$ cat src/design/mms_pkg.sv
// Shared types and constants for the small matrix multiplier.
`default_nettype none

package mms_pkg;

	localparam int ELEM_W    = 32;
	localparam int PROD_W    = 64;
	localparam int FRAC_BITS = 16;
	localparam int CFG_W     = 3;
	localparam int CIDX_W    = 2;
	localparam int OIDX_W    = 2;

	typedef enum logic [CIDX_W-1:0] {
		CFG_ROWS_A    = 2'd0,
		CFG_INNER_DIM = 2'd1,
		CFG_COLS_B    = 2'd2
	} cfg_reg_t;

	typedef enum logic [1:0] {
		ST_LOAD,
		ST_ISSUE,
		ST_DRAIN
	} mms_state_t;

	// Control that travels down the cell chain beside each partial sum.
	typedef struct packed {
		logic valid;
		logic last;
	} mms_tag_t;

endpackage

`default_nettype wire

$ cat src/design/mms_cell.sv
// One multiply-accumulate cell of the chain, holding one column of A and one row of B.
`default_nettype none

module mms_cell #(
	parameter int MAX_DIM = 4,
	parameter int IW      = 2,
	parameter int SUM_W   = 66
) (
	input  wire                               clk,
	input  wire                               arst_n,
	input  wire                               wr_a,
	input  wire                               wr_b,
	input  wire        [IW-1:0]               wr_addr,
	input  wire        [mms_pkg::ELEM_W-1:0]  wr_data,
	input  wire                               active,
	input  wire mms_pkg::mms_tag_t            in_tag,
	input  wire        [IW-1:0]               in_row,
	input  wire        [IW-1:0]               in_col,
	input  wire signed [SUM_W-1:0]            in_sum,
	output mms_pkg::mms_tag_t                 out_tag,
	output logic       [IW-1:0]               out_row,
	output logic       [IW-1:0]               out_col,
	output logic signed [SUM_W-1:0]           out_sum
);

	logic signed [mms_pkg::ELEM_W-1:0] a_q [MAX_DIM];
	logic signed [mms_pkg::ELEM_W-1:0] b_q [MAX_DIM];

	logic signed [mms_pkg::ELEM_W-1:0] a_rd;
	logic signed [mms_pkg::ELEM_W-1:0] b_rd;
	logic signed [mms_pkg::PROD_W-1:0] prod;

	mms_pkg::mms_tag_t                 tag_s1;
	logic        [IW-1:0]              row_s1;
	logic        [IW-1:0]              col_s1;
	logic signed [SUM_W-1:0]           sum_s1;
	logic signed [mms_pkg::PROD_W-1:0] prod_s1;

	always_ff @(posedge clk) begin
		if (wr_a) begin
			a_q[wr_addr] <= wr_data;
		end
		if (wr_b) begin
			b_q[wr_addr] <= wr_data;
		end
	end

	assign a_rd = a_q[in_row];
	assign b_rd = b_q[in_col];
	assign prod = mms_pkg::PROD_W'(a_rd) * mms_pkg::PROD_W'(b_rd);

	always_ff @(posedge clk or negedge arst_n) begin
		if (!arst_n) begin
			tag_s1  <= '0;
			out_tag <= '0;
		end else begin
			tag_s1  <= in_tag;
			out_tag <= tag_s1;
		end
	end

	always_ff @(posedge clk) begin
		row_s1  <= in_row;
		col_s1  <= in_col;
		sum_s1  <= in_sum;
		prod_s1 <= prod;
		out_row <= row_s1;
		out_col <= col_s1;
		// Cells past the inner dimension only hand the sum along.
		out_sum <= active ? (sum_s1 + SUM_W'(prod_s1)) : sum_s1;
	end

endmodule

`default_nettype wire

$ cat config.mk
export PLATFORM = sky130hd
export DESIGN_NAME = mms_cell
export DESIGN_NICKNAME = d
export VERILOG_FILES = /design/src/design/mms_pkg.sv /design/src/design/mms_cell.sv
export SDC_FILE = /design/constraint.sdc
export NUM_CORES = 2
export LEC_CHECK = 0
export BUFFER_PORTS_ARGS = -buffer_cell sky130_fd_sc_hd__buf_2
export CAP_MARGIN = 20
export CORE_MARGIN = 8
export CORE_UTILIZATION = 59
export DETAILED_ROUTE_END_ITERATION = 7
export HOLD_SLACK_MARGIN = 0.08
export PLACE_DENSITY = 0.76
export SLEW_MARGIN = 5
export SYNTH_ARGS = -nofsm -noshare
export SYNTH_HDL_FRONTEND = slang
export SYNTH_SLANG_ARGS = --single-unit
$ cat constraint.sdc
create_clock -name clk -period 8.01 [get_ports clk]
set_input_delay 1.2015 -clock clk [delete_from_list [all_inputs] [get_ports clk]]
set_output_delay 1.2015 -clock clk [all_outputs]
set_load 0.005 [all_outputs]
# Word level (Yosys, flattened, before mapping)

Memories as Yosys holds them, arrays and structs flattened.
Index checks and enable logic that the tools add are counted.

$add $sub $neg: 1
Multipliers: 1
Div/mod/pow operators: 0
$lt $le $gt $ge: 0
Equality and inequality tests: 0
Shift-type cells: 0
Mux-type cells: 5
Bitwise logic cells: 0
Reduce and logical (&&, ||, !) cells: 0

Operators by type and width:

| kind                         | count |
|---|---|
| adder 66 x 64 -> 66 bit      | 1 |
| two-way mux 66 bit           | 1 |
| multiplier 32 x 32 -> 64 bit | 1 |
| two-way mux 1 bit            | 4 |

Bits in registers: 208
Latch bits: 0
Bits in writable memories: 256
Memory bits (read-only): 0
Input port bits: 111
Logic and storage cells: 20
Memories: 2

Memories:

| memory | words | bits a word | rd ports | clocked after memory_dff | wr ports | line           | source |
|---|---|---|---|---|---|---|---|
| a_q    | 4     | 32          | 1        | 0                        | 1        | mms_cell.sv:26 | `logic signed [mms_pkg::ELEM_W-1:0] a_q [MAX_DIM];` |
| b_q    | 4     | 32          | 1        | 0                        | 1        | mms_cell.sv:27 | `logic signed [mms_pkg::ELEM_W-1:0] b_q [MAX_DIM];` |

# Logic depth before layout (Yosys ltp)

Word-level depth: 2
Mapped depth: 34

# Worst setup path after synthesis

No wires, ideal clock.

Kind: input-to-reg
From: input in_col[0]
To: register prod_s1[63] (netlist bit)
Arrival time: 10.072 ns
Required time: 7.889 ns
Setup slack: -2.182 ns
Cell stages on the path: 29
Path buffers: 3
Path through: clkbuf_1 -> buf_1 -> mux2_2 -> o21ai_0 -> clkbuf_1 -> nor2_1 -> fa_1 -> fa_1 -> inv_1 -> fa_1 -> inv_1 -> fa_1 -> inv_1 -> fa_1 -> inv_1 -> fa_1 -> inv_1 -> fa_1 -> inv_1 -> fa_1 -> ha_1 -> a211o_1 -> a311o_1 -> a21o_1 -> a2111oi_0 -> nor2_1 -> a31oi_1 -> o21ai_0 -> xnor2_1

Word-level cells in the longest chain between the ends: 2

RTL lines:

| what                         | line           | source |
|---|---|---|
| start, declared              | mms_cell.sv:18 | `input wire [IW-1:0] in_col,` |
| memory (4 x 32 bit)          | n/a            |  |
| multiplier 32 x 32 -> 64 bit | mms_cell.sv:50 | `assign prod = mms_pkg::PROD_W'(a_rd) * mms_pkg::PROD_W'(b_rd);` |
| net prod (one bit)           | mms_cell.sv:31 | `logic signed [mms_pkg::PROD_W-1:0] prod;` |
| end signal, assigned         | mms_cell.sv:66 | `prod_s1 <= prod;` |
| end, declared                | mms_cell.sv:37 | `logic signed [mms_pkg::PROD_W-1:0] prod_s1;` |

The timed path passes the listed nets, and every way through them passes these cells.

# Final worst setup path

From: input in_col[0]
To: register prod_s1[44] (netlist bit)

Same word-level chain as after synthesis.

==> out/qor.txt <==
final WL = 173,000 um
crit-path max cell delay = 0.56 ns
hold_buf cts = 0
Setup Skew = 0.0600 ns
first-pass GRT wire length = 262,000 um
fin crit share = 1.06
ANT nets after route = 0
outcome = complete, but fails checks
Synth Net Count = 6,832
Non-Filler Instances = 7,389
Port-buffer cells = 182
area of the multi-input gates = 39,300 um^2
Worst Path Required = 8.55 ns
max_cap viols = 0
vias per cell = 5.73
Synth area leader = fa_1
reg-to-reg slack, setup = 0.06 ns
Die ar. = 102,000 um^2
Fmax achieved = 118 MHz
CP Buf/Inv Count = 6
crit end category = flip-flop
drt first pass iters = 8
FFs w/ async S/R, synth = 0.00862
most common cell in the synthesized netlist = fa_1
CTS tree = yes
DRC Markers = 1
post-synth top area share = 0.400
Chip Width = 319 um
setup slack after layout = -0.443 ns
RD Place Congestion = 1.01
initial antenna violation count = 2
Syn. warnings = 0
critical path's top delay family = adder cells
H-tree depth = 2
buffer depth of the longest clock path = 3
TritonCTS Buffers = 50
Placed Instances = 7,168
slowest cell on the critical path = fa_1
Finish-stage setup viols = 27
Netlist Area Pre-Place = 54,200 um^2
Ant. Diodes = 0
Worst Hold Class = reg2reg
Global Route Usage Sum = 0.335
Synth top cells by count = 1,083 x fa_1, 1,040 x inv_1, 642 x nand2_1
CP most frequent cell = fa_1
Post-Route Utilization = 0.732
die height = 319 um
post-synthesis sequential area ratio = 0.219
Synth Flop Type = edfxtp_1
failing checks = design-rule violations, negative setup slack
fin nets = 7,606
count of cell types in the netlist = 84
total congestion overflow = 0
fraction of layout cells with a size suffix above 1 = 0.249
worst-path maximum fanout = 10
CTS Sinks = 464
Clock Tree Root = clkbuf_16
Fillers = 6,344
area delta synth->final = 23.4%
Worst-Skew Late Latency = 0.66 ns
core area = 91,400 um^2
number of global-route vias before repair = 45,300
Vias = 42,300
CTS clock-pin slew for the worst setup and hold paths = 0.06 ns
RSZ-0062 raised after global routing = true
number of cell rows = 111
Initial Util = 0.594
mean post-synth cell area = 10.1 um^2
Iter 0 DRT Violations = 4,076
number of synthesized flops with an enable pin = 256
cell count after synthesis = 5,389
largest cells by area after synthesis = fa_1 40%, edfxtp_1 14%, dfxtp_1 7.5%, inv_1 7.2%, ha_1 5.7%
post-route minimum period = 8.45 ns
largest net degree at the start of global routing = 78
routed len/inst = 23.3 um
Reg area = 11,900 um^2
synthesis-stage register bit count = 464
Top Ports = 183
Hold Violations, Final = 0
hpwl dp = 137,000 um
crit path launch type = input port
Pins Over Slew Limit = 0
worst path arrival time = 8.99 ns
Slew headroom = 0.306
WS Path Type = in2reg
Tightest Pin Transition = 1.04 ns
[worst paths after layout]
kind                                     start                    to  depth (start not counted)
min in group asynchronous               arst_n  out_tag[0]$_DFF_PN0_                          1
min reg2reg                  row_s1[0]$_DFF_P_    out_row[0]$_DFF_P_                          0
max reg2reg                b_q[0][2]$_DFFE_PP_   prod_s1[57]$_DFF_P_                         23
min                          row_s1[0]$_DFF_P_    out_row[0]$_DFF_P_                          0
max                                  in_col[0]   prod_s1[44]$_DFF_P_                         27
max in group asynchronous               arst_n  out_tag[1]$_DFF_PN0_                          1
[cells by family (layout without fill, tap and decap cells)]
logic type | after synthesis | in the layout | share of synthesized area
mux | 171 | 171 | 0.0359
compound gates | 571 | 571 | 0.0696
xor+xnor | 118 | 118 | 0.0191
simple gates | 1437 | 1437 | 0.109
buf+inv | 1296 | 2110 | 0.0901
fa+ha+maj | 1332 | 1332 | 0.457
flops | 464 | 464 | 0.219
[per-stage QoR]
step | hold WS, ns | setup WS (ns) | setup TNS [ns] | cell area, um^2
global route | 0.324 | -0.614 | -12.32 | 66900
detailed placement | 0.318 | -1.65 | -51.09 | 61900
finish | 0.325 | -0.443 | -7.23 | 66900
floorplan | 0.310 | -1.08 | -18.78 | 54800
global placement | 0.318 | -1.48 | -46.74 | 61900
CTS | 0.313 | -0.285 | -3.31 | 65800
[per-layer routing]
metal / track usage / wire length (um) / up-vias
met3: 0.0780 / 19000 / 575
met5: 0 / 13 / -
li1: - / - / 18200
met2: 0.529 / 77600 / 2464
met4: 0.168 / 11200 / 2
met1: 0.436 / 64800 / 21100
[timing repair]
| action | CTS | global route |
|---|---|---|
| cloned | 7 | 4 |
| buffers inserted | 83 | 39 |
| endpoints found under the setup margin | 41 | 41 |
| gates resized for setup | 293 | 187 |
| pin swaps | 134 | 89 |
| endpoints found under the hold margin | 0 | 0 |
[sequential cells by signal, indices dropped and copies added (netlist names)]
signal / flops
a_q: 128
b_q: 128
out_sum: 66
sum_s1: 66
prod_s1: 64
col_s1: 2
out_col: 2
out_row: 2
out_tag: 2
row_s1: 2
tag_s1: 2
[placed cells by master (no fill, tap or decap), drive strengths merged, types with 10 or more instances in the layout]
| cell | netlist | final |
|---|---|---|
| a211oi | 23 | 23 |
| a21o | 60 | 60 |
| a21oi | 144 | 144 |
| a31oi | 10 | 10 |
| and2 | 37 | 37 |
| and3 | 19 | 19 |
| buf | 37 | 973 |
| clkbuf | 219 | 65 |
| clkinv | 0 | 20 |
| dfxtp | 204 | 204 |
| edfxtp | 256 | 256 |
| fa | 1083 | 1083 |
| ha | 249 | 249 |
| inv | 1040 | 1040 |
| mux2 | 100 | 100 |
| mux2i | 62 | 62 |
| nand2 | 643 | 643 |
| nand2b | 34 | 34 |
| nand3 | 29 | 29 |
| nand4 | 28 | 28 |
| nor2 | 581 | 581 |
| nor2b | 13 | 13 |
| nor3 | 17 | 17 |
| o211ai | 14 | 14 |
| o21a | 69 | 69 |
| o21ai | 142 | 142 |
| o21bai | 22 | 22 |
| xnor2 | 80 | 80 |
| xor2 | 38 | 38 |
[cell type report]
class | count | area share
repair buffers | 978 | 0.128
inverters | 1040 | 0.0584
flip-flops and latches | 464 | 0.177
clock inverters | 31 | 0.00664
well taps | 1186 | 0.0222
multi-input cells | 3629 | 0.587
clock buffers | 61 | 0.0198
Power is not shown: default switching activity piles up to over one toggle a cycle in this logic, so the estimate is an artifact.
